File: src/rtl/assert_macros.svh
// ---------------------------------------------------------------------------
// Assertion macros
// Shared concurrent assertion forms clocked on clock and disabled in reset.
// ---------------------------------------------------------------------------
`ifndef ASSERT_MACROS_SVH
`define ASSERT_MACROS_SVH

// Checks a property at every rising clock edge outside reset.
`define ASSERT_CLK(label, prop) \
   label: assert property (@(posedge clock) disable iff (reset) prop) \
      else $error("assertion failed");

// Checks that a condition never holds outside reset.
`define ASSERT_NEVER(label, cond) \
   `ASSERT_CLK(label, !(cond))

`endif

File: src/rtl/u8u16_pkg.sv
// ---------------------------------------------------------------------------
// u8u16_pkg
// Types and constants shared by the UTF-8 to UTF-16 transcoder modules.
// ---------------------------------------------------------------------------
`default_nettype none

package u8u16_pkg;

   localparam logic [1:0] ERR_NONE      = 2'd0;
   localparam logic [1:0] ERR_BAD_LEAD  = 2'd1;
   localparam logic [1:0] ERR_TRUNCATED = 2'd2;

   localparam logic [15:0] LEAD_BASE  = 16'hD7C0;
   localparam logic [15:0] TRAIL_BASE = 16'hDC00;

   localparam int QUEUE_DEPTH = 4;
   localparam int PTR_W       = $clog2(QUEUE_DEPTH);
   localparam int COUNT_W     = $clog2(QUEUE_DEPTH + 1);

   typedef struct packed {
      logic [15:0] code_unit;
      logic        is_last;
      logic [1:0]  error;
   } result_type;

   typedef struct packed {
      logic [1:0]  push_count;
      result_type  first;
      result_type  second;
   } decode_out_type;

   typedef struct packed {
      logic [COUNT_W-1:0] count;
      logic               room;
   } queue_status_type;

endpackage

`default_nettype wire

File: src/rtl/u8u16_if.sv
// ---------------------------------------------------------------------------
// u8u16 channel interfaces
// Valid/ready channels for incoming bytes and outgoing UTF-16 code units.
// ---------------------------------------------------------------------------
`default_nettype none

interface u8u16_req_if;
   logic       valid;
   logic       ready;
   logic       kind;
   logic [7:0] byte_value;

   modport source (output valid, output kind, output byte_value, input ready);
   modport sink   (input valid, input kind, input byte_value, output ready);
endinterface

interface u8u16_rsp_if;
   logic        valid;
   logic        ready;
   logic [15:0] code_unit;
   logic        is_last;
   logic [1:0]  error;

   modport source (output valid, output code_unit, output is_last, output error,
                   input ready);
   modport sink   (input valid, input code_unit, input is_last, input error,
                   output ready);
endinterface

`default_nettype wire

File: src/rtl/u8u16_decoder.sv
// ---------------------------------------------------------------------------
// u8u16_decoder
// Input register, sequence state and single-pass decode into code units.
// ---------------------------------------------------------------------------
`default_nettype none

module u8u16_decoder
   import u8u16_pkg::*;
(
   input  wire logic      clock,
   input  wire logic      reset,
   u8u16_req_if.sink      req,
   input  wire logic      room,
   output decode_out_type dec_out
);

   logic        in_valid_ff, in_valid_in;
   logic        kind_ff;
   logic [7:0]  byte_ff;
   logic [20:0] acc_ff, acc_in;
   logic [1:0]  remaining_ff, remaining_in;
   logic        failed_ff, failed_in;
   logic        consume;
   logic        take;
   logic [20:0] acc_next;
   logic [1:0]  rem_next;

   function automatic decode_out_type emit_cp(input logic [20:0] cp);
      decode_out_type d;
      d = '0;
      if (cp[20:16] != 5'd0) begin
         d.push_count       = 2'd2;
         d.first.code_unit  = LEAD_BASE + {5'd0, cp[20:10]};
         d.second.code_unit = TRAIL_BASE + {6'd0, cp[9:0]};
      end else begin
         d.push_count      = 2'd1;
         d.first.code_unit = cp[15:0];
      end
      return d;
   endfunction

   assign consume     = in_valid_ff && room;
   assign req.ready   = !in_valid_ff || consume;
   assign take        = req.valid && req.ready;
   assign in_valid_in = take || (in_valid_ff && !consume);
   assign acc_next    = {acc_ff[14:0], byte_ff[5:0]};
   assign rem_next    = remaining_ff - 2'd1;

   always_comb begin
      dec_out      = '0;
      acc_in       = acc_ff;
      remaining_in = remaining_ff;
      failed_in    = failed_ff;
      if (consume) begin
         if (kind_ff) begin
            dec_out.push_count    = 2'd1;
            dec_out.first.is_last = 1'b1;
            dec_out.first.error   = (remaining_ff != 2'd0 && !failed_ff) ?
                                    ERR_TRUNCATED : ERR_NONE;
            acc_in       = '0;
            remaining_in = 2'd0;
            failed_in    = 1'b0;
         end else if (failed_ff) begin
            dec_out = '0;
         end else if (remaining_ff != 2'd0) begin
            remaining_in = rem_next;
            if (rem_next == 2'd0) begin
               dec_out = emit_cp(acc_next);
               acc_in  = '0;
            end else begin
               acc_in = acc_next;
            end
         end else if (!byte_ff[7]) begin
            dec_out = emit_cp({14'd0, byte_ff[6:0]});
         end else if (byte_ff[7:5] == 3'b110) begin
            acc_in       = {16'd0, byte_ff[4:0]};
            remaining_in = 2'd1;
         end else if (byte_ff[7:4] == 4'b1110) begin
            acc_in       = {17'd0, byte_ff[3:0]};
            remaining_in = 2'd2;
         end else if (byte_ff[7:3] == 5'b11110) begin
            acc_in       = {18'd0, byte_ff[2:0]};
            remaining_in = 2'd3;
         end else begin
            dec_out.push_count  = 2'd1;
            dec_out.first.error = ERR_BAD_LEAD;
            acc_in              = '0;
            failed_in           = 1'b1;
         end
      end
   end

   always_ff @(posedge clock) begin
      if (reset) begin
         in_valid_ff  <= 1'b0;
         acc_ff       <= '0;
         remaining_ff <= 2'd0;
         failed_ff    <= 1'b0;
      end else begin
         in_valid_ff  <= in_valid_in;
         acc_ff       <= acc_in;
         remaining_ff <= remaining_in;
         failed_ff    <= failed_in;
      end
   end

   always_ff @(posedge clock) begin
      if (take) begin
         kind_ff <= req.kind;
         byte_ff <= req.byte_value;
      end
   end

endmodule

`default_nettype wire

File: src/rtl/u8u16_result_queue.sv
// ---------------------------------------------------------------------------
// u8u16_result_queue
// Small result queue taking up to two code units per cycle, issuing one.
// ---------------------------------------------------------------------------
`default_nettype none

module u8u16_result_queue
   import u8u16_pkg::*;
(
   input  wire logic        clock,
   input  wire logic        reset,
   input  decode_out_type   dec_in,
   u8u16_rsp_if.source      rsp,
   output queue_status_type status
);

   result_type         entry_ff [QUEUE_DEPTH];
   logic [PTR_W-1:0]   wr_ptr_ff, wr_ptr_in;
   logic [PTR_W-1:0]   rd_ptr_ff, rd_ptr_in;
   logic [COUNT_W-1:0] count_ff, count_in;
   logic [PTR_W-1:0]   wr_ptr_next;
   logic               pop;
   result_type         head;

   assign pop         = rsp.valid && rsp.ready;
   assign wr_ptr_next = wr_ptr_ff + PTR_W'(1);
   assign wr_ptr_in   = wr_ptr_ff + PTR_W'(dec_in.push_count);
   assign rd_ptr_in   = pop ? rd_ptr_ff + PTR_W'(1) : rd_ptr_ff;
   assign count_in    = count_ff + COUNT_W'(dec_in.push_count) - COUNT_W'(pop);

   assign status.count = count_ff;
   assign status.room  = count_ff <= COUNT_W'(QUEUE_DEPTH - 2);

   assign head          = entry_ff[rd_ptr_ff];
   assign rsp.valid     = count_ff != '0;
   assign rsp.code_unit = head.code_unit;
   assign rsp.is_last   = head.is_last;
   assign rsp.error     = head.error;

   always_ff @(posedge clock) begin
      if (reset) begin
         wr_ptr_ff <= '0;
         rd_ptr_ff <= '0;
         count_ff  <= '0;
      end else begin
         wr_ptr_ff <= wr_ptr_in;
         rd_ptr_ff <= rd_ptr_in;
         count_ff  <= count_in;
      end
   end

   always_ff @(posedge clock) begin
      if (dec_in.push_count != 2'd0) begin
         entry_ff[wr_ptr_ff] <= dec_in.first;
      end
      if (dec_in.push_count == 2'd2) begin
         entry_ff[wr_ptr_next] <= dec_in.second;
      end
   end

endmodule

`default_nettype wire

File: src/rtl/utf8_to_utf16_transcoder.sv
// ---------------------------------------------------------------------------
// utf8_to_utf16_transcoder
// Converts a UTF-8 byte stream, closed by an end transaction, into UTF-16.
// ---------------------------------------------------------------------------
// The req channel carries one UTF-8 byte per transaction, or an end marker
// when kind is high. The rsp channel carries one UTF-16 code unit per
// transaction with its last flag and error code.
// A byte is held in an input register, decoded from there once the queue
// has room, and written into a four-entry result queue for the receiver.
// One byte is taken every cycle while the queue holds no more than two
// results, which is set by the queue's two-unit write per cycle against its
// single read port.
// A four-byte sequence ending above the basic plane yields two results
// that are written together and presented one after the other. The end
// transaction yields a zero terminator.
// When the receiver stalls, results wait in the queue and req.ready falls
// once the queue can no longer take a surrogate pair.
// Reset empties the queue and the input register and clears the sequence
// state; req may be driven from the first cycle after reset.
// ---------------------------------------------------------------------------
`default_nettype none

`include "assert_macros.svh"

module utf8_to_utf16_transcoder
   import u8u16_pkg::*;
(
   input  wire logic   clock,
   input  wire logic   reset,
   u8u16_req_if.sink   req_chan,
   u8u16_rsp_if.source rsp_chan
);

   decode_out_type   dec;
   queue_status_type qstat;

   u8u16_decoder u_decoder (
      .clock   (clock),
      .reset   (reset),
      .req     (req_chan),
      .room    (qstat.room),
      .dec_out (dec)
   );

   u8u16_result_queue u_queue (
      .clock  (clock),
      .reset  (reset),
      .dec_in (dec),
      .rsp    (rsp_chan),
      .status (qstat)
   );

   `ASSERT_NEVER(a_count_bound, qstat.count > COUNT_W'(QUEUE_DEPTH))
   `ASSERT_NEVER(a_push_code, dec.push_count == 2'd3)
   `ASSERT_CLK(a_push_needs_room, dec.push_count != 2'd0 |-> qstat.room)
   `ASSERT_CLK(a_pop_drains,
      (rsp_chan.valid && rsp_chan.ready && dec.push_count == 2'd0) |=>
      qstat.count == $past(qstat.count) - COUNT_W'(1))

endmodule

`default_nettype wire

File: src/flat_wrapper.sv
// flat-port wrapper written by rule: the top's interface ports become plain ports
module utf8_to_utf16_transcoder_flat import u8u16_pkg::*;
  (clock, reset, req_chan_valid, req_chan_kind, req_chan_byte_value, req_chan_ready, rsp_chan_valid, rsp_chan_code_unit, rsp_chan_is_last, rsp_chan_error, rsp_chan_ready);
  u8u16_req_if req_chan_i ();
  u8u16_rsp_if rsp_chan_i ();
  input  wire logic clock;
  input  wire logic reset;
  input wire logic [$bits(req_chan_i.valid)-1:0] req_chan_valid;
  input wire logic [$bits(req_chan_i.kind)-1:0] req_chan_kind;
  input wire logic [$bits(req_chan_i.byte_value)-1:0] req_chan_byte_value;
  output wire logic [$bits(req_chan_i.ready)-1:0] req_chan_ready;
  output wire logic [$bits(rsp_chan_i.valid)-1:0] rsp_chan_valid;
  output wire logic [$bits(rsp_chan_i.code_unit)-1:0] rsp_chan_code_unit;
  output wire logic [$bits(rsp_chan_i.is_last)-1:0] rsp_chan_is_last;
  output wire logic [$bits(rsp_chan_i.error)-1:0] rsp_chan_error;
  input wire logic [$bits(rsp_chan_i.ready)-1:0] rsp_chan_ready;
  assign req_chan_i.valid = req_chan_valid;
  assign req_chan_i.kind = req_chan_kind;
  assign req_chan_i.byte_value = req_chan_byte_value;
  assign req_chan_ready = req_chan_i.ready;
  assign rsp_chan_valid = rsp_chan_i.valid;
  assign rsp_chan_code_unit = rsp_chan_i.code_unit;
  assign rsp_chan_is_last = rsp_chan_i.is_last;
  assign rsp_chan_error = rsp_chan_i.error;
  assign rsp_chan_i.ready = rsp_chan_ready;
  utf8_to_utf16_transcoder u_core (.clock(clock), .reset(reset), .req_chan(req_chan_i), .rsp_chan(rsp_chan_i));
endmodule
File: config.mk
export PLATFORM = sky130hd
export DESIGN_NAME = utf8_to_utf16_transcoder_flat
export DESIGN_NICKNAME = d
export VERILOG_FILES = /design/src/rtl/u8u16_pkg.sv /design/src/rtl/u8u16_if.sv /design/src/rtl/u8u16_decoder.sv /design/src/rtl/u8u16_result_queue.sv /design/src/rtl/utf8_to_utf16_transcoder.sv /design/src/flat_wrapper.sv
export VERILOG_INCLUDE_DIRS = /design/src /design/src/rtl
export SDC_FILE = /design/constraint.sdc
export NUM_CORES = 1
export LEC_CHECK = 0
export BUFFER_PORTS_ARGS = -buffer_cell sky130_fd_sc_hd__buf_2
export CAP_MARGIN = 10
export CELL_PAD_IN_SITES_DETAIL_PLACEMENT = 1
export CELL_PAD_IN_SITES_GLOBAL_PLACEMENT = 2
export CORE_ASPECT_RATIO = 1.4
export CORE_MARGIN = 1.5
export CORE_UTILIZATION = 38
export CTS_BUF_LIST = sky130_fd_sc_hd__clkbuf_4
export DETAILED_ROUTE_END_ITERATION = 10
export GPL_TIMING_DRIVEN = 1
export PLACE_DENSITY_LB_ADDON = 0.1
export SYNTH_ARGS = -nofsm -noshare
export SYNTH_HDL_FRONTEND = slang
export SYNTH_SLANG_ARGS = --single-unit
export TNS_END_PERCENT = 30
File: constraint.sdc
create_clock -name clock -period 3 [get_ports clock]
set_clock_uncertainty 0.1 [all_clocks]
set_input_delay 0.3 -clock clock [delete_from_list [all_inputs] [get_ports clock]]
set_output_delay 0.3 -clock clock [all_outputs]
set_load 0.05 [all_outputs]
==> results of run 1 <==
stage by stage:
step	power [mW]	worst slack, ns	cells
CTS	4.17	0.0371	742
floorplan	2.78	0.0247	480
finish	4.13	0.125	744
global route	4.31	0.0109	744
detailed placement	3.10	0.0668	701
global placement	3.08	0.114	701
worst max-delay path: cells and delay by family, from the launching register on:
family	cells	cell delay [ns]
AO/OA/AOI/OAI	1	0.14
AND/OR/NAND/NOR	4	0.76
flip-flops	1	0.34
adder cells (fa/ha/maj)	4	0.96
XOR/XNOR	2	0.32
buffers and inverters	3	0.15
sequential cells by signal (all words and copies together) (netlist names), named ones only:
signal,flops
u_core.u_queue.entry_ff,76
u_core.u_decoder.remaining_ff,2
u_core.u_queue.rd_ptr_ff,2
u_core.u_queue.wr_ptr_ff,2
u_core.u_decoder.failed_ff,1
u_core.u_decoder.acc_ff,15
u_core.u_queue.count_ff,3
u_core.u_decoder.in_valid_ff,1
u_core.u_decoder.kind_ff,1
u_core.u_decoder.byte_ff,8
cells by family after synthesis:
group | count (synthesis) | synth area share
AOI/OAI and AO/OA | 119 | 0.153
xor gates and xnor gates | 7 | 0.0112
adders and majority gates | 6 | 0.0150
buffers and inverters | 50 | 0.0405
DFF | 113 | 0.537
muxes | 28 | 0.0951
and+or+nand+nor | 157 | 0.148
path summary, 6_finish.rpt:
check	end	slack, ns	cells past startpoint
worst max-delay path	u_core.u_queue.count_ff[2]$_SDFF_PP0_	0.13	14
worst min-delay path	u_core.u_queue.count_ff[2]$_SDFF_PP0_	0.13	2
worst max register to register	u_core.u_queue.count_ff[2]$_SDFF_PP0_	0.13	14
worst min register to register	u_core.u_queue.entry_ff[1][1]$_SDFFE_PP0N_	0.37	2
what timing repair did:
item	CTS	global route
endpoints found under the hold margin	10	0
buffers inserted	0	1
resized for setup	0	4
setup endpoints to repair	0	1
hold buffers	10	0
metal layers:
layer  track usage  vias up  wire, um
met5             0        -         0
met4        0.0760        0       301
met3        0.0341       23       404
met2         0.394       82      8410
met1         0.271     2071      6910
li1              -     1936         -
synthesized netlist by cell type (all sizes together) (3+ instances only):
library cell / instances / area [um2]
nor2b: 4 / 25.0
nand3: 17 / 90.1
xor2: 3 / 26.3
a21oi: 31 / 155
dfxtp: 44 / 881
and2: 3 / 18.8
inv: 19 / 71.3
xnor2: 4 / 35.0
mux2i: 8 / 80.1
or3: 7 / 43.8
o22ai: 7 / 43.8
nor4: 3 / 31.3
a211oi: 6 / 70.1
ha: 5 / 62.6
a22o: 32 / 280
nor2: 41 / 161
nand2: 47 / 184
edfxtp: 69 / 2070
mux4: 19 / 428
nor3: 14 / 101
nand2b: 8 / 50.1
o21ai: 25 / 125
clkbuf: 15 / 56.3
buf: 16 / 95.1
area by class of cell:
cell class,instances,share of cell area
well taps,185,0.0363
repair buffers,78,0.0828
clock buffers,17,0.0200
inverters,19,0.0112
multi-input cells,317,0.367
diodes,1,0.000392
flip-flops and latches,113,0.463
clock inverters,14,0.0194
power breakdown:
part | switching (mW) | total, mW | internal, mW
Clock | 0.598 | 1.07 | 0.471
Sequential | 0.0755 | 1.83 | 1.75
Combinational | 0.824 | 1.24 | 0.414
Total | 1.50 | 4.13 | 2.64
==> metrics.txt, run 1 <==
Synth Register Bits 113; I/O Pins 34; DP Area 6010 um2; first-pass GRT wire length between 20,000 and 30,000 um; CTS root buf clkbuf_4; Final #Nets 565; Fillers 1,580; most common cell after layout, fill and taps aside edfxtp_1; worst hold start reset; vias in the first global route 4,362; CP arrival 3.18 ns; CTS tree done; starting density of the core 0.392; synth warn 0; crit path cell chain inv_2 -> ha_4 -> or4b_4 -> nand2_4 -> and3_1 -> o21a_1 -> inv_1 -> ha_1 -> inv_1 -> ha_1 -> fa_2 -> xor2_1 -> xnor2_1 -> nor2_1; Skew-Pair Late Insertion Delay 0.52 ns; slowest CP cell or4b_4; sequential cell area just under 3000 um2; Worst setup EP type flip-flop; Die W 105 um; PwrDens 648 nW/um2; Clock Sinks between 100 and 150; Worst Tran Pin Value between 0.8 and 0.9 ns; Min-Delay Path Class input port to flip-flop; post-route cell area between 6000 and 7000 um2; Main synth FF type edfxtp_1; CTS max path bufs 2; post-route clock period utilization 0.958; GRT Total Usage 0.221; final setup fails 0; H-tree depth 4; CORE AREA approximately 14,000 um2; sequential area share after synthesis 0.537; largest stage delay on the critical path 0.49 ns; number of remaining DRC errors 0; Leak 2.24 nW; post-synthesis cell count 480; outcome complete, no violations; RR Startpoint u_core.u_decoder.acc_ff[10]$_SDFFE_PP0P_; input/output buffers 33; EDFF count, synth 69; Hold Vio Cnt, Final 0; RSZ-0062 raised after global routing false; fraction of registers with async set/reset 0; initial drt markers between 200 and 250; Final Slew Violations 0; Num CTS Buffers 17; share of layout cells above drive strength 1 0.249; CP startpoint kind flip-flop; routed via count just over 4,000; Post-DP HPWL 11,700 um; final wirelength 16,000 um; ANT nets after route 0; Req. time, crit path 3.30 ns; maxcap violations 0; largest net degree at the start of global routing 27; initial antenna violation count 1; Hold WS 0.128 ns; clock-pin slew on the worst setup and hold paths 0.10 ns; final period demand of the worst path 2.87 ns; die height 145 um; CP Max Fanout 6; Mean Syn Cell Area 11.5 um2; achievable frequency 348 MHz; relative slew slack 0.451; number of iterations in the first detailed-routing pass 4; P&R area growth vs syn 16.0%; synth unique cells 61; vias per cell 5.53; Setup Total Neg Slack 0 ns; area of the multi-input gates 2340 um2; most frequent cells in the layout edfxtp_1 (69), nand2_1 (46), dfxtp_1 (43), nor2_1 (40), buf_4 (35); die area approximately 15,000 um2; Routed wire per std cell 21.5 um; routability cong. 0.865; Synth Cell Area 5500 um2; VDD IR-drop max 0.595 mV; global route overflow 0; # rows 51; post-synthesis net count between 400 and 500; CP startpoint u_core.u_decoder.acc_ff[10]$_SDFFE_PP0P_; critical path type flip-flop to flip-flop; Util after Layout 0.454
(Power assumes the default switching activity.)
==> run 2: changes to the inputs <==
--- a/config.mk
+++ b/config.mk
@@ -8,7 +8,7 @@
 export LEC_CHECK = 0
 export BUFFER_PORTS_ARGS = -buffer_cell sky130_fd_sc_hd__buf_2
 export CAP_MARGIN = 10
-export CELL_PAD_IN_SITES_DETAIL_PLACEMENT = 1
+export CELL_PAD_IN_SITES_DETAIL_PLACEMENT = 0
 export CELL_PAD_IN_SITES_GLOBAL_PLACEMENT = 2
 export CORE_ASPECT_RATIO = 1.4
 export CORE_MARGIN = 1.5
==> run 2 against run 1 <==
Net effect: wire length shrank 4.3%; combinational power barely moved; flip-flop and latch count is the same; hold slack got worse by 0.016 ns; via count hardly changed; die area did not move; sequential power about the same; setup slack got worse by 0.074 ns; fmax down 2.5%; cell count grew 0.27%; utilization up 0.38 points; critical path type unchanged; largest power group unchanged.
==> metrics.txt, run 2 (synthesis results as in run 1) <==
maxcap violations 0 (unchanged); ANT nets after route 0 (unchanged); largest stage delay on the critical path 0.49 ns (about the same); Top delay family on crit path adder cells; buffer and inverter count on the worst path 3 (unchanged); post-route cell area 6430 um2 (+0.84%); R2R Path End u_core.u_queue.count_ff[2]$_SDFF_PP0_; final setup fails 0 (unchanged); starting density of the core 0.392 (unchanged); sequential cell area 2950 um2 (unchanged); Worst Tran Pin Value 0.757 ns (-0.0557 ns); share of layout cells above drive strength 1 0.264 (+0.0152); area of the multi-input gates 2350 um2 (+0.43%); H-tree depth 4 (unchanged); reg2reg setup slack 0.05 ns (-0.07 ns); die area 15,200 um2 (unchanged); RR Startpoint u_core.u_decoder.acc_ff[10]$_SDFFE_PP0P_; CP startpoint kind flip-flop; initial antenna violation count 1 (unchanged); Num CTS Buffers 17 (unchanged); vias in the first global route 4,136 (-5.2%); Min-Delay Path Class input port to flip-flop; P&R area growth vs syn 17.0%; most frequent cells in the layout edfxtp_1 (69), nand2_1 (46), dfxtp_1 (43), nor2_1 (40), buf_4 (36); Hold Vio Cnt, Final 0 (unchanged); Top reg by flops u_core.u_queue.entry_ff; initial drt markers 230 (+7.5%); final wirelength 15,300 um (-4.3%); global route overflow 0 (unchanged); input/output buffers 33 (unchanged); Die W 105 um (unchanged); Worst Reg2Reg Path Length in Cells 14 (unchanged); Final Slew Violations 0 (unchanged); pre-CTS setup slack 0.0760 ns (+0.00924 ns); critical path depth in cells 14 (unchanged); CTS root buf clkbuf_4; post-route clock period utilization 0.983 (+0.0248); number of iterations in the first detailed-routing pass 4 (unchanged); RSZ-0062 raised after global routing true; Post-DP HPWL 11,100 um (-5.4%); relative slew slack 0.491 (+0.0396); outcome complete, no violations; CORE AREA 14,000 um2 (unchanged); Largest register FFs 76 (unchanged); DP Area 6010 um2 (unchanged); Worst setup EP type flip-flop; Hold WS 0.112 ns (-0.0162 ns); CTS max path bufs 2 (unchanged); worst setup margin 0.0511 ns (-0.0743 ns); Routed wire per std cell 20.6 um (-4.5%); largest net degree at the start of global routing 27 (unchanged); crit path to u_core.u_queue.count_ff[2]$_SDFF_PP0_; routed via count 4,113 (+0.024%); vias per cell 5.51 (-0.24%); Req. time, crit path 3.32 ns (+0.02 ns); achievable frequency 339 MHz (-2.5%); # rows 51 (unchanged); VDD IR-drop max 0.533 mV (-10%); Skew-Pair Late Insertion Delay 0.53 ns (about the same); most frequent CP cell inv_1; Clock Sinks 113 (unchanged); first-pass GRT wire length 24,100 um (-5.2%); largest registers u_core.u_queue.entry_ff: 76 flops, u_core.u_decoder.acc_ff: 15 flops, u_core.u_decoder.byte_ff: 8 flops; die height 145 um (unchanged); I/O Pins 34 (unchanged); Fillers 1,393 (-12%); number of remaining DRC errors 0 (unchanged); total design power 4.23 mW (+2.3%); CP arrival 3.26 ns (+0.08 ns); CP startpoint u_core.u_decoder.acc_ff[10]$_SDFFE_PP0P_; crit path cell chain inv_2 -> ha_4 -> or4b_4 -> nand2_4 -> and3_1 -> o21a_1 -> inv_1 -> ha_1 -> inv_1 -> ha_2 -> fa_2 -> xor2_2 -> xnor2_1 -> nor2_1; critical path type flip-flop to flip-flop; CP Max Fanout 6 (unchanged); PwrDens 658 nW/um2 (+1.4%); slowest CP cell or4b_4; Final #Nets 566 (+0.18%); Leak 2.25 nW (+0.59%); CTS tree done; GRT Total Usage 0.211 (-0.0101); final period demand of the worst path 2.95 ns (+0.0743 ns); clock-pin slew on the worst setup and hold paths 0.12 ns (+0.02 ns); most common cell after layout, fill and taps aside edfxtp_1; routability cong. 0.865 (unchanged)
## run 2: report_power, final
group / switching (mW) / internal [mW]
clock: 0.651 / 0.503
combinational: 0.825 / 0.424
sequential: 0.0735 / 1.75
total: 1.55 / 2.68
## run 2: repair_timing
item	in CTS	in global routing
resized for setup	0	6
buffers inserted	0	2
hold endpoints to repair	10	0
hold buffers	10	0
setup endpoints to repair	0	1
## run 2: per-stage QoR
step | std cells | utilization | TNS (ns)
final | 746 | 0.458 | 0
after global routing | 746 | 0.458 | -0.125
after CTS | 743 | 0.456 | 0
after detailed placement | 701 | 0.428 | 0
after global placement | 701 | 0.428 | 0
after floorplan | 480 | - | 0
## run 2: layout make-up
class                   count  area share
clock buffers              17      0.0198
clock inverters            15      0.0249
multi-input cells         317       0.365
repair buffers             79      0.0833
flip-flops and latches    113       0.459
diodes                      1    0.000389
inverters                  19      0.0111
well taps                 185      0.0360
## run 2: worst register-to-register path, cell delays in order (launching register included)
cell and delay [ns]:
dfxtp_1 0.34, inv_2 0.07, ha_4 0.15, or4b_4 0.49, nand2_4 0.07, and3_1 0.14, o21a_1 0.14, inv_1 0.04
ha_1 0.26, inv_1 0.04, ha_2 0.19, fa_2 0.41, xor2_2 0.19, xnor2_1 0.16, nor2_1 0.05
## run 2: worst min path at each step
| stage | from | to | slack, ns | depth (start not counted) |
|---|---|---|---|---|
| 5_1_grt | reset | u_core.u_decoder.remaining_ff[1]$_SDFFE_PP0P_ | 0.1 | 2 |
| 4_1_cts | reset | u_core.u_queue.rd_ptr_ff[0]$_SDFFE_PP0P_ | 0.08 | 2 |
| 3_3_place_gp | u_core.u_queue.entry_ff[3][1]$_SDFFE_PP0P_ | u_core.u_queue.entry_ff[3][1]$_SDFFE_PP0P_ | 0.34 | 2 |
| 6_report | reset | u_core.u_queue.count_ff[2]$_SDFF_PP0_ | 0.11 | 2 |
| 2_1_floorplan | req_chan_byte_value[0] | u_core.u_decoder.byte_ff[0]$_DFFE_PP_ | 0.30 | 0 |
| 3_5_place_dp | u_core.u_queue.entry_ff[2][2]$_SDFFE_PP0N_ | u_core.u_queue.entry_ff[2][2]$_SDFFE_PP0N_ | 0.35 | 1 |
## run 2: layer usage
metal  track usage  wire, um
met1         0.261      6540
met2         0.365      7920
met3        0.0341       512
met4        0.0890       379
met5             0         0
